$ cat src/hw/rtl/ple_pkg.sv
package ple_pkg;

    // List geometry
    localparam int CAPACITY = 64;
    localparam int IDX_W    = $clog2(CAPACITY);
    localparam int CNT_W    = $clog2(CAPACITY + 1);

    // Fixed field widths of the channels
    localparam int POS_W  = 8;
    localparam int DATA_W = 32;
    localparam int LEN_W  = 7;

    // Width that holds both a request position and the entry count, plus one
    localparam int CMP_W = ((CNT_W > POS_W) ? CNT_W : POS_W) + 1;

    // Request kinds
    typedef enum logic [1:0] {
        FUNC_INSERT = 2'd0,
        FUNC_DELETE = 2'd1,
        FUNC_GET    = 2'd2,
        FUNC_LOCATE = 2'd3
    } func_t;

endpackage

$ cat src/hw/rtl/ple_req_if.sv
interface ple_req_if;
    import ple_pkg::*;

    logic                     valid;
    logic                     ready;
    func_t                    func;
    logic [POS_W-1:0]         position;
    logic signed [DATA_W-1:0] value_in;

    modport source (output valid, output func, output position, output value_in,
                    input ready);
    modport sink   (input valid, input func, input position, input value_in,
                    output ready);
endinterface

$ cat src/hw/rtl/ple_rsp_if.sv
interface ple_rsp_if;
    import ple_pkg::*;

    logic                     valid;
    logic                     ready;
    logic                     ok;
    logic signed [DATA_W-1:0] value_out;
    logic [LEN_W-1:0]         found_position;
    logic [LEN_W-1:0]         length;

    modport source (output valid, output ok, output value_out, output found_position,
                    output length, input ready);
    modport sink   (input valid, input ok, input value_out, input found_position,
                    input length, output ready);
endinterface

$ cat src/hw/rtl/positional_list_engine.sv
// Channel | Dir | Payload                                  | Beat taken when
// req     | in  | func, position, value_in                 | valid && ready
// rsp     | out | ok, value_out, found_position, length    | valid && ready
//
// One request is handled at a time. The list lives in one RAM with a
// registered read; a single read/write port pair moves one entry per cycle.
// Insert and delete move each entry from the position to the tail, get reads
// one entry, and locate reads in order until a hit or the end of the list.
// Reset clears the count and control registers; no RAM clearing pass is needed.
// A finished result waits in the output register while the next beat is taken.
module positional_list_engine (
    input  logic      clk,
    input  logic      rst_n,
    ple_req_if.sink   req,
    ple_rsp_if.source rsp
);
    import ple_pkg::*;

    typedef enum logic [1:0] {S_IDLE, S_SCAN, S_FINISH, S_EMIT} state_t;

    // List storage
    logic signed [DATA_W-1:0] mem [CAPACITY];
    logic signed [DATA_W-1:0] rd_data_reg;

    // Control and working registers
    state_t                   state_reg, state_next;
    logic [CNT_W-1:0]         count_reg, count_next;
    func_t                    op_reg, op_next;
    logic signed [DATA_W-1:0] val_reg, val_next;
    logic [IDX_W-1:0]         ins_addr_reg, ins_addr_next;
    logic [CNT_W-1:0]         issue_left_reg, issue_left_next;
    logic [IDX_W-1:0]         issue_addr_reg, issue_addr_next;
    logic                     dir_up_reg, dir_up_next;
    logic                     rd_valid_reg, rd_valid_next;
    logic [IDX_W-1:0]         rd_addr_reg, rd_addr_next;
    logic                     found_reg, found_next;
    logic                     res_ok_reg, res_ok_next;
    logic signed [DATA_W-1:0] res_value_reg, res_value_next;
    logic [CNT_W-1:0]         res_fpos_reg, res_fpos_next;

    // Output register
    logic                     out_valid_reg, out_valid_next;
    logic                     out_ok_reg, out_ok_next;
    logic signed [DATA_W-1:0] out_value_reg, out_value_next;
    logic [LEN_W-1:0]         out_fpos_reg, out_fpos_next;
    logic [LEN_W-1:0]         out_len_reg, out_len_next;

    // RAM port controls
    logic                     rd_en;
    logic                     wr_en;
    logic [IDX_W-1:0]         wr_addr;
    logic signed [DATA_W-1:0] wr_data;

    logic [CMP_W-1:0]         pos_x;
    logic [CMP_W-1:0]         n_x;
    logic                     ins_ok;
    logic                     acc_ok;
    logic                     match;

    assign req.ready          = (state_reg == S_IDLE);
    assign rsp.valid          = out_valid_reg;
    assign rsp.ok             = out_ok_reg;
    assign rsp.value_out      = out_value_reg;
    assign rsp.found_position = out_fpos_reg;
    assign rsp.length         = out_len_reg;

    // Range checks on the incoming position
    assign pos_x  = CMP_W'(req.position);
    assign n_x    = CMP_W'(count_reg);
    assign ins_ok = (n_x < CMP_W'(CAPACITY)) && (pos_x != '0) && (pos_x <= n_x + CMP_W'(1));
    assign acc_ok = (pos_x != '0) && (pos_x <= n_x);

    // Locate hit on the entry returning from the RAM
    assign match = rd_valid_reg && (op_reg == FUNC_LOCATE) && !found_reg
                   && (rd_data_reg == val_reg);

    // Sequencer
    always_comb
    begin
        state_next      = state_reg;
        count_next      = count_reg;
        op_next         = op_reg;
        val_next        = val_reg;
        ins_addr_next   = ins_addr_reg;
        issue_left_next = issue_left_reg;
        issue_addr_next = issue_addr_reg;
        dir_up_next     = dir_up_reg;
        rd_valid_next   = 1'b0;
        rd_addr_next    = rd_addr_reg;
        found_next      = found_reg;
        res_ok_next     = res_ok_reg;
        res_value_next  = res_value_reg;
        res_fpos_next   = res_fpos_reg;
        out_valid_next  = out_valid_reg;
        out_ok_next     = out_ok_reg;
        out_value_next  = out_value_reg;
        out_fpos_next   = out_fpos_reg;
        out_len_next    = out_len_reg;
        rd_en           = 1'b0;
        wr_en           = 1'b0;
        wr_addr         = '0;
        wr_data         = '0;

        // Result taken downstream
        if (out_valid_reg && rsp.ready)
        begin
            out_valid_next = 1'b0;
        end

        case (state_reg)
            S_IDLE:
            begin
                if (req.valid)
                begin
                    op_next         = req.func;
                    val_next        = req.value_in;
                    found_next      = 1'b0;
                    res_ok_next     = 1'b0;
                    res_value_next  = '0;
                    res_fpos_next   = '0;
                    ins_addr_next   = IDX_W'(pos_x - CMP_W'(1));
                    issue_left_next = '0;
                    issue_addr_next = '0;
                    dir_up_next     = 1'b1;
                    state_next      = S_EMIT;
                    case (req.func)
                        FUNC_INSERT:
                        begin
                            if (ins_ok)
                            begin
                                // walk from the tail down to the insert point
                                issue_left_next = CNT_W'(n_x + CMP_W'(1) - pos_x);
                                issue_addr_next = IDX_W'(n_x - CMP_W'(1));
                                dir_up_next     = 1'b0;
                                res_ok_next     = 1'b1;
                                state_next      = S_SCAN;
                            end
                        end
                        FUNC_DELETE:
                        begin
                            if (acc_ok)
                            begin
                                // read the victim, then pull the rest forward
                                issue_left_next = CNT_W'(n_x + CMP_W'(1) - pos_x);
                                issue_addr_next = IDX_W'(pos_x - CMP_W'(1));
                                res_ok_next     = 1'b1;
                                state_next      = S_SCAN;
                            end
                        end
                        FUNC_GET:
                        begin
                            if (acc_ok)
                            begin
                                issue_left_next = CNT_W'(1);
                                issue_addr_next = IDX_W'(pos_x - CMP_W'(1));
                                res_ok_next     = 1'b1;
                                state_next      = S_SCAN;
                            end
                        end
                        FUNC_LOCATE:
                        begin
                            issue_left_next = count_reg;
                            state_next      = S_SCAN;
                        end
                        default:
                        begin
                            state_next = S_EMIT;
                        end
                    endcase
                end
            end

            S_SCAN:
            begin
                // Consume the entry read last cycle
                if (rd_valid_reg)
                begin
                    case (op_reg)
                        FUNC_INSERT:
                        begin
                            wr_en   = 1'b1;
                            wr_addr = rd_addr_reg + IDX_W'(1);
                            wr_data = rd_data_reg;
                        end
                        FUNC_DELETE:
                        begin
                            if (rd_addr_reg == ins_addr_reg)
                            begin
                                res_value_next = rd_data_reg;
                            end
                            else
                            begin
                                wr_en   = 1'b1;
                                wr_addr = rd_addr_reg - IDX_W'(1);
                                wr_data = rd_data_reg;
                            end
                        end
                        FUNC_GET:
                        begin
                            res_value_next = rd_data_reg;
                        end
                        FUNC_LOCATE:
                        begin
                            if (match)
                            begin
                                found_next    = 1'b1;
                                res_ok_next   = 1'b1;
                                res_fpos_next = CNT_W'(rd_addr_reg) + CNT_W'(1);
                            end
                        end
                        default:
                        begin
                            wr_en = 1'b0;
                        end
                    endcase
                end

                // Issue the next read; a write beside it trails it by two entries
                if ((issue_left_reg != '0) && !found_reg && !match)
                begin
                    rd_en           = 1'b1;
                    rd_valid_next   = 1'b1;
                    rd_addr_next    = issue_addr_reg;
                    issue_left_next = issue_left_reg - CNT_W'(1);
                    issue_addr_next = dir_up_reg ? issue_addr_reg + IDX_W'(1)
                                                 : issue_addr_reg - IDX_W'(1);
                end

                if (((issue_left_reg == '0) && !rd_valid_reg) || found_reg)
                begin
                    state_next = S_FINISH;
                end
            end

            S_FINISH:
            begin
                case (op_reg)
                    FUNC_INSERT:
                    begin
                        wr_en      = 1'b1;
                        wr_addr    = ins_addr_reg;
                        wr_data    = val_reg;
                        count_next = count_reg + CNT_W'(1);
                    end
                    FUNC_DELETE:
                    begin
                        count_next = count_reg - CNT_W'(1);
                    end
                    default:
                    begin
                        count_next = count_reg;
                    end
                endcase
                state_next = S_EMIT;
            end

            S_EMIT:
            begin
                // Load the output register once it is free
                if (!out_valid_reg || rsp.ready)
                begin
                    out_valid_next = 1'b1;
                    out_ok_next    = res_ok_reg;
                    out_value_next = res_value_reg;
                    out_fpos_next  = LEN_W'(res_fpos_reg);
                    out_len_next   = LEN_W'(count_reg);
                    state_next     = S_IDLE;
                end
            end

            default:
            begin
                state_next = S_IDLE;
            end
        endcase
    end

    // State and registered outputs
    always_ff @(posedge clk or negedge rst_n)
    begin
        if (!rst_n)
        begin
            state_reg      <= S_IDLE;
            count_reg      <= '0;
            op_reg         <= FUNC_INSERT;
            val_reg        <= '0;
            ins_addr_reg   <= '0;
            issue_left_reg <= '0;
            issue_addr_reg <= '0;
            dir_up_reg     <= 1'b1;
            rd_valid_reg   <= 1'b0;
            rd_addr_reg    <= '0;
            found_reg      <= 1'b0;
            res_ok_reg     <= 1'b0;
            res_value_reg  <= '0;
            res_fpos_reg   <= '0;
            out_valid_reg  <= 1'b0;
            out_ok_reg     <= 1'b0;
            out_value_reg  <= '0;
            out_fpos_reg   <= '0;
            out_len_reg    <= '0;
        end
        else
        begin
            state_reg      <= state_next;
            count_reg      <= count_next;
            op_reg         <= op_next;
            val_reg        <= val_next;
            ins_addr_reg   <= ins_addr_next;
            issue_left_reg <= issue_left_next;
            issue_addr_reg <= issue_addr_next;
            dir_up_reg     <= dir_up_next;
            rd_valid_reg   <= rd_valid_next;
            rd_addr_reg    <= rd_addr_next;
            found_reg      <= found_next;
            res_ok_reg     <= res_ok_next;
            res_value_reg  <= res_value_next;
            res_fpos_reg   <= res_fpos_next;
            out_valid_reg  <= out_valid_next;
            out_ok_reg     <= out_ok_next;
            out_value_reg  <= out_value_next;
            out_fpos_reg   <= out_fpos_next;
            out_len_reg    <= out_len_next;
        end
    end

    // Entry RAM: one write, one registered read per cycle
    always_ff @(posedge clk)
    begin
        if (wr_en)
        begin
            mem[wr_addr] <= wr_data;
        end
        if (rd_en)
        begin
            rd_data_reg <= mem[issue_addr_reg];
        end
    end

    // Checks
    a_count_bound: assert property (@(posedge clk) disable iff (!rst_n)
        count_reg <= CNT_W'(CAPACITY))
        else $error("entry count beyond capacity");

    a_no_rw_collide: assert property (@(posedge clk) disable iff (!rst_n)
        (rd_en && wr_en) |-> (wr_addr != issue_addr_reg))
        else $error("RAM read and write hit the same entry");

    a_fail_payload: assert property (@(posedge clk) disable iff (!rst_n)
        (rsp.valid && !rsp.ok) |-> ((rsp.value_out == '0) && (rsp.found_position == '0)))
        else $error("failed result carries data");

    a_shift_stays_busy: assert property (@(posedge clk) disable iff (!rst_n)
        (state_reg == S_SCAN && rd_valid_reg) |-> !req.ready)
        else $error("request taken during a list walk");

endmodule
$ cat src/flat_wrapper.sv
// flat-port wrapper written by rule: the top's interface ports become plain ports
module positional_list_engine_flat import ple_pkg::*;
  (clk, rst_n, req_valid, req_func, req_position, req_value_in, req_ready, rsp_valid, rsp_ok, rsp_value_out, rsp_found_position, rsp_length, rsp_ready);
  ple_req_if req_i ();
  ple_rsp_if rsp_i ();
  input  logic clk;
  input  logic rst_n;
  input wire logic [$bits(req_i.valid)-1:0] req_valid;
  input wire logic [$bits(req_i.func)-1:0] req_func;
  input wire logic [$bits(req_i.position)-1:0] req_position;
  input wire logic [$bits(req_i.value_in)-1:0] req_value_in;
  output wire logic [$bits(req_i.ready)-1:0] req_ready;
  output wire logic [$bits(rsp_i.valid)-1:0] rsp_valid;
  output wire logic [$bits(rsp_i.ok)-1:0] rsp_ok;
  output wire logic [$bits(rsp_i.value_out)-1:0] rsp_value_out;
  output wire logic [$bits(rsp_i.found_position)-1:0] rsp_found_position;
  output wire logic [$bits(rsp_i.length)-1:0] rsp_length;
  input wire logic [$bits(rsp_i.ready)-1:0] rsp_ready;
  assign req_i.valid = req_valid;
  assign req_i.func = req_func;
  assign req_i.position = req_position;
  assign req_i.value_in = req_value_in;
  assign req_ready = req_i.ready;
  assign rsp_valid = rsp_i.valid;
  assign rsp_ok = rsp_i.ok;
  assign rsp_value_out = rsp_i.value_out;
  assign rsp_found_position = rsp_i.found_position;
  assign rsp_length = rsp_i.length;
  assign rsp_i.ready = rsp_ready;
  positional_list_engine u_core (.clk(clk), .rst_n(rst_n), .req(req_i), .rsp(rsp_i));
endmodule
$ cat config.mk
export PLATFORM = sky130hd
export DESIGN_NAME = positional_list_engine_flat
export DESIGN_NICKNAME = d
export VERILOG_FILES = /design/src/hw/rtl/ple_pkg.sv /design/src/hw/rtl/ple_req_if.sv /design/src/hw/rtl/ple_rsp_if.sv /design/src/hw/rtl/positional_list_engine.sv /design/src/flat_wrapper.sv
export SDC_FILE = /design/constraint.sdc
export NUM_CORES = 2
export LEC_CHECK = 0
export ABC_AREA = 1
export BUFFER_PORTS_ARGS = -buffer_cell sky130_fd_sc_hd__buf_2
export CAP_MARGIN = 5
export CORE_MARGIN = 5
export CORE_UTILIZATION = 35
export CTS_BUF_LIST = sky130_fd_sc_hd__clkbuf_2 sky130_fd_sc_hd__clkbuf_4 sky130_fd_sc_hd__clkbuf_8
export DETAILED_ROUTE_END_ITERATION = 10
export GPL_ROUTABILITY_DRIVEN = 0
export SLEW_MARGIN = 10
export SYNTH_ARGS = -nofsm -noshare
export SYNTH_HDL_FRONTEND = slang
export SYNTH_SLANG_ARGS = --single-unit
$ cat constraint.sdc
create_clock -name clk -period 5.43 [get_ports clk]
set_input_delay 0.2715 -clock clk [delete_from_list [all_inputs] [get_ports clk]]
set_output_delay 0.2715 -clock clk [all_outputs]
set_load 0.01 [all_outputs]
# Word level (Yosys, flattened, before mapping)
# Memory sizes are Yosys's and may differ from the RTL's. A register that Yosys moved wholly into a read port is not among the register bits.
# Cells that the tools add are included.
[totals] regBits=159 ram_bits=2048 in_bits=46 out_inout_bits=49 wordCells=154 n_memories=1
[mem_list] name="u_core.mem" depth=64 width=32 read_ports=1 rd_ports_with_merged_regs=1 write_ports=1 line="positional_list_engine.sv:22" source="logic signed [DATA_W-1:0] mem [CAPACITY];"
[classes] add_sub_neg=12 magnitude_cmp=3 n_eq_ne=20 muxes=66 reduce_logical=33
[op_table] cell="$pmux 32 s2" n=4
[op_table] cell="$mux 32" n=6
[op_table] cell="$mux 7" n=8
[op_table] cell="$mux 6" n=8
[op_table] cell="$pmux 6 s2" n=4
[op_table] cell="$pmux 7 s2" n=3
[op_table] cell="$eq 32x32->1" n=1
[op_table] cell="$pmux 7 s4" n=1
[op_table] cell="$sub 6x1->6 const B" n=4
[op_table] cell="$mux 1" n=20
[op_table] cell="$sub 7x1->7 const B" n=2
[op_table] cell="$add 6x1->6 const B" n=2
[op_table] cell="$eq 2x2->1 const B" n=6
[op_table] cell="$ne 2x1->1 const B" n=6
[op_table] cell="$logic_and 1x1->1" n=10
[op_table] cell="$mux 2" n=5
[op_table] cell="$pmux 1 s2" n=5
[op_table] cell="$reduce_and 5->1" n=2
[op_table] cell="$reduce_bool 9->1" n=1
[op_table] cell="$add 7x1->8 const B" n=1
[op_table] cell="$le 8x7->1" n=1
[op_table] cell="$le 8x8->1" n=1
[op_table] cell="$pmux 2 s4" n=1
[op_table] cell="$reduce_and 2->1" n=4
[op_table] cell="17 further kinds" n=28

# Longest topological paths before layout
[depth] depth_word=8 ltp_mapped=20 depth_no_buf=20

# Worst setup path before layout
# OpenSTA, ideal clock, no wires.
[synth_path] path_type="reg2reg" from="register u_core.state_reg[1]" to="memory u_core.mem[0][10] (data pin)" setup_time_ns=0.548 arrival_ns=3.221 slack_ns=1.661 stages_incl_launch_ff=9 n_path_buf=2 synth_period_minus_slack_ns=3.769 path_cell_list="dfrtp_1 -> inv_1 -> ha_1 -> nand2_1 -> inv_1 -> clkbuf_1 -> buf_1 -> nand3_1 -> a21oi_1"
[synth_between] elab_chain_len=2 word_cells_on_any_way=3 cone_classes="eq/ne (2); mux (1)"
[synth_rtl] item="start, declared" line="positional_list_engine.sv:26" source="state_t state_reg, state_next;"
[synth_rtl] item="start signal, assigned" line="positional_list_engine.sv:305" source="state_reg <= state_next;"
[synth_rtl] item="$eq 2x2->1 / $eq 2x1->1 (equally long branches)" line="positional_list_engine.sv:110" source="case (state_reg)"
[synth_rtl] item="$pmux 32 s2 (*)" line="positional_list_engine.sv:110"
[synth_rtl] item="via u_core.wr_data[10]" line="positional_list_engine.sv:52" source="logic signed [DATA_W-1:0] wr_data;"
[synth_rtl] item="end, declared" line="positional_list_engine.sv:22"
# Mark *: on every way through the listed nets, which the timed path passes. The rest lies on a longest branch.

# Worst setup path after layout
[layout_path] from="register u_core.state_reg[1]" to="memory u_core.mem[9][3] (enable)"
[layout_between] elab_chain_len=4 word_cells_on_any_way=6 cone_classes="eq/ne (2); mux (4)"
[layout_rtl] item="$eq 2x2->1 / $eq 2x1->1 (equally long branches)" line="positional_list_engine.sv:110"
[layout_rtl] item="$pmux 1 s2" line="positional_list_engine.sv:110"
[layout_rtl] item="$mux 1" line="positional_list_engine.sv:330" source="if (wr_en)"
[layout_rtl] item="$mux 1 (not written as such)" line="positional_list_engine.sv:332" source="mem[wr_addr] <= wr_data;"
# Several ways; a longest one is shown, not always the timed one.

==> results.txt <==
----------------------------------------------------
[Routing]
  Remaining routing DRC violations ... 0
  Number of nets with antenna violations after routing ... 0
  Detailed Route Iter0 Violations ... ~7900
  Vias per inst ... roughly 5.5
  Routed via count ... 62200
  Total routed wirelength ... about 280 mm
  Average wire per standard cell ... 24.3 um
  Number of iterations in the first detailed-routing pass ... 7

[Global route]
  Via count of the first global-routing pass ... between 50000 and 60000
  GRT Resource Usage Total ... 19.7%
  Pin count of the biggest net entering global routing ... approximately 200
  Wire length of the first global-routing pass ... between 300 and 400 mm
  GR Overflow Total ... 0
  Initial antenna violation count ... 12

[Final layout]
  Final core area utilization ... approximately two fifths
  Largest register FFs ... around 2000
  Share of final-layout standard cells stronger than drive strength 1 ... 12.5%
  Area delta synth->final ... 14.7%
  Final instance area ... ~100000 um2
  Number of fill cells ... roughly 24000
  Register ranked first by flip-flop count ... u_core.mem
  Final net count ... about 7800
  Final standard cell count with taps included and fillers excluded ... 11400

[Setup path]
  Max stage delay on crit path ... 0.83 ns
  Arrival time reported for the critical path endpoint ... 4.89 ns
  Peak fanout along the critical path ... 33
  Crit-path slowest cell ... nor2_4
  Kind of critical path ... reg2reg
  Required time of the critical path ... a little over 6 ns
  Reg-to-Reg Start ... u_core.state_reg[1]
  Family of cells with the greatest summed delay on the critical path ... simple AND/OR/NAND/NOR gates
  Most common cell type on the critical path ... buf_4
  Critical path startpoint category ... register
  Launching instance or port of the critical path ... u_core.state_reg[1]
  Kind of capture point of the worst setup path ... register
  Setup slack on the worst flop-to-flop path ... between 1 and 1.5 ns
  Critical path, cell by cell ... inv_1, ha_1, clkinv_2, buf_4, a21oi_1, nand3_2, nor2_4, buf_4
  Critical path buffers and inverters ... 4

[Clocking]
  Post-CTS Hold Fix Bufs ... 83
  Number of clock sinks seen by CTS ... 2239
  TritonCTS clock tree ... done
  Clock latency of the later-clocked register in the worst-skew pair ... ~1.1 ns
  Total clock buffers created by CTS ... 376
  Clock input transition at the sequential cells of the worst setup and hold paths ... 0.06 ns
  Library cell used as clock root buffer ... clkbuf_8
  Number of gates resized after cts ... 0
  Clk buf depth ... 4
  H-tree depth reported by CTS ... 5
  Postcts setup bufs ... 0

[STA]
  Final worst path period share ... roughly three quarters
  Max-slew violation count ... 0
  Slew at the pin closest to its max-slew limit ... 1.24 ns
  Setup slack of the critical path after layout ... between 1 and 1.5 ns
  Worst slew margin relative to its limit ... between 15 and 20%
  Clock Skew ... 0.0936 ns
  Shortest period the worst path allows ... a little over 4 ns
  Final-layout setup total negative slack ... 0 ns
  Number of hold violations in the final report ... 0
  RSZ-0062 raised after global routing ... false
  WHS ... roughly 0.13 ns
  Peak clock frequency supported by timing ... 0.240 GHz
  Finish-stage setup viols ... 0

[Placement]
  Dpl cell area ... 96300 um2
  Estimated wirelength of the detail-placed design ... between 150 and 200 mm
  Pre-CTS setup slack ... 1.46 ns
  IO Port Bufs ... 94
  Total placed cells including tap cells ... around 11000

[Die]
  Area of the core region ... 259000 um2
  Starting density of the core ... 35.1%
  Overall die area ... 270000 um2
  Ports placed on the boundary ... 95
  Standard-cell row count ... ~190
  Y dimension of the die ... around 520 um
  Overall die width ... 519 um

[Power and ir drop]
  Power density over the cells ... between 500 and 600 nW/um2
  Total leakage power ... approximately 36 nW
  Worst ir drop on vdd ... between 0.3 and 0.4 mV
  Overall power after layout ... roughly 54 mW

[Logic synthesis]
  Register bit count reported by yosys ... roughly 2200
  Number of instances in the synthesized netlist ... around 7400
  Number of enable-type register cells in the synthesized netlist ... 2080
  Cell area after synthesis ... between 90000 and 100000 um2
  Count of different cell masters after synthesis ... 46
  Net count after synthesis ... 7536
  Fraction of the yosys area taken by sequential cells ... approximately three quarters
  Async set or reset register ratio after synthesis ... approximately 7.1%
  Synth warn ... 0
  Most frequently used flop master after synthesis ... edfxtp_1
  Synth Area per Inst ... 12.2 um2

[Hold path]
  Worst Hold Launch ... req_position[0]
  Worst min-delay path class ... in2reg

[Status]
  Run status ... finished clean

[Job]
  Max-cap check violation count ... 0

----------------------------------------------------
cells by family after synthesis:
group / synth area share, %
multiplexers: 0.0868
buffers and inverters: 3.07
AO/OA/AOI/OAI: 10.7
flip-flops: 73.1
AND/OR/NAND/NOR: 11.9
adder cells (fa/ha/maj): 0.686
XOR/XNOR: 0.434
worst paths after layout:
kind / endpoint / depth (start not counted)
max in group asynchronous: u_core.count_reg[2] / 4
min in group asynchronous: u_core.rsp.value_out[16] / 4
hold reg to reg: u_core.rsp.value_out[6] / 2
setup / recovery: u_core.mem[9][3] / 8
setup reg to reg: u_core.mem[9][3] / 8
hold / removal: u_core.ins_addr_reg[0] / 3
tightest hold or removal path: stages:
cell and delay (ns):
dlygate4sd3_1 0.52, buf_2 0.18, o21ai_0 0.13
synth_stat cells (5+ instances only):
| cell | number | area [um2] |
|---|---|---|
| xor2_1 | 26 | 228 |
| o211ai_1 | 11 | 82.6 |
| ha_1 | 45 | 563 |
| clkbuf_1 | 316 | 1190 |
| o31ai_1 | 5 | 37.5 |
| buf_1 | 38 | 143 |
| buf_6 | 7 | 78.8 |
| nand4_1 | 15 | 93.8 |
| edfxtp_1 | 2080 | 62500 |
| mux2_2 | 7 | 78.8 |
| nand3_2 | 11 | 110 |
| nand2_1 | 901 | 3380 |
| nand2_2 | 6 | 37.5 |
| inv_1 | 164 | 616 |
| nor2_1 | 1153 | 4330 |
| nor3_1 | 6 | 30.0 |
| dfrtp_1 | 158 | 3950 |
| o21ai_0 | 1167 | 5840 |
| nand3_1 | 512 | 2560 |
| xnor2_1 | 19 | 166 |
| o21ai_1 | 9 | 45.0 |
| and2_1 | 25 | 156 |
| inv_2 | 6 | 22.5 |
| o21bai_1 | 9 | 67.6 |
| clkinv_1 | 5 | 18.8 |
| o22ai_1 | 513 | 3210 |
| or2_2 | 5 | 31.3 |
| a21oi_1 | 62 | 310 |
| buf_4 | 18 | 135 |
| buf_2 | 117 | 586 |
cell type report:
cell class                 instances  area, um2  area share (%)
clock buffer                     508       6270            6.01
tap                             3402       4260            4.08
timing repair buffer             376       3320            3.18
inverter                         176        703           0.675
multi-input combinational       4531      22400            21.5
antenna                            2       5.00         0.00480
sequential                      2239      66500            63.8
clock inverter                   131        768           0.737
metal layers:
metal,track usage (%),share of wire [%],vias up,wire (um)
li1,-,-,27500,-
met1,27.7,41,31000,113000
met2,29.9,45,3220,124000
met3,4.18,10,488,28500
met4,7.92,4.0,2,11200
met5,0,0.0051,-,14
power breakdown:
part	switching [mW]	internal, mW
logic	13.9	4.85
clock network	6.56	7.75
registers	0.882	20.4
cells in the final DEF, fill, tap and decap left out, types with 93 or more instances in the layout:
cell / n
nor2_1: 1089
edfxtp_1: 2080
buf_4: 159
nand2_1: 900
clkbuf_4: 116
o22ai_1: 513
o21ai_0: 1167
inv_1: 162
clkbuf_8: 392
nand3_1: 512
dfrtp_1: 153
buf_2: 93
Note: power is estimated with default switching activity, not from simulation.
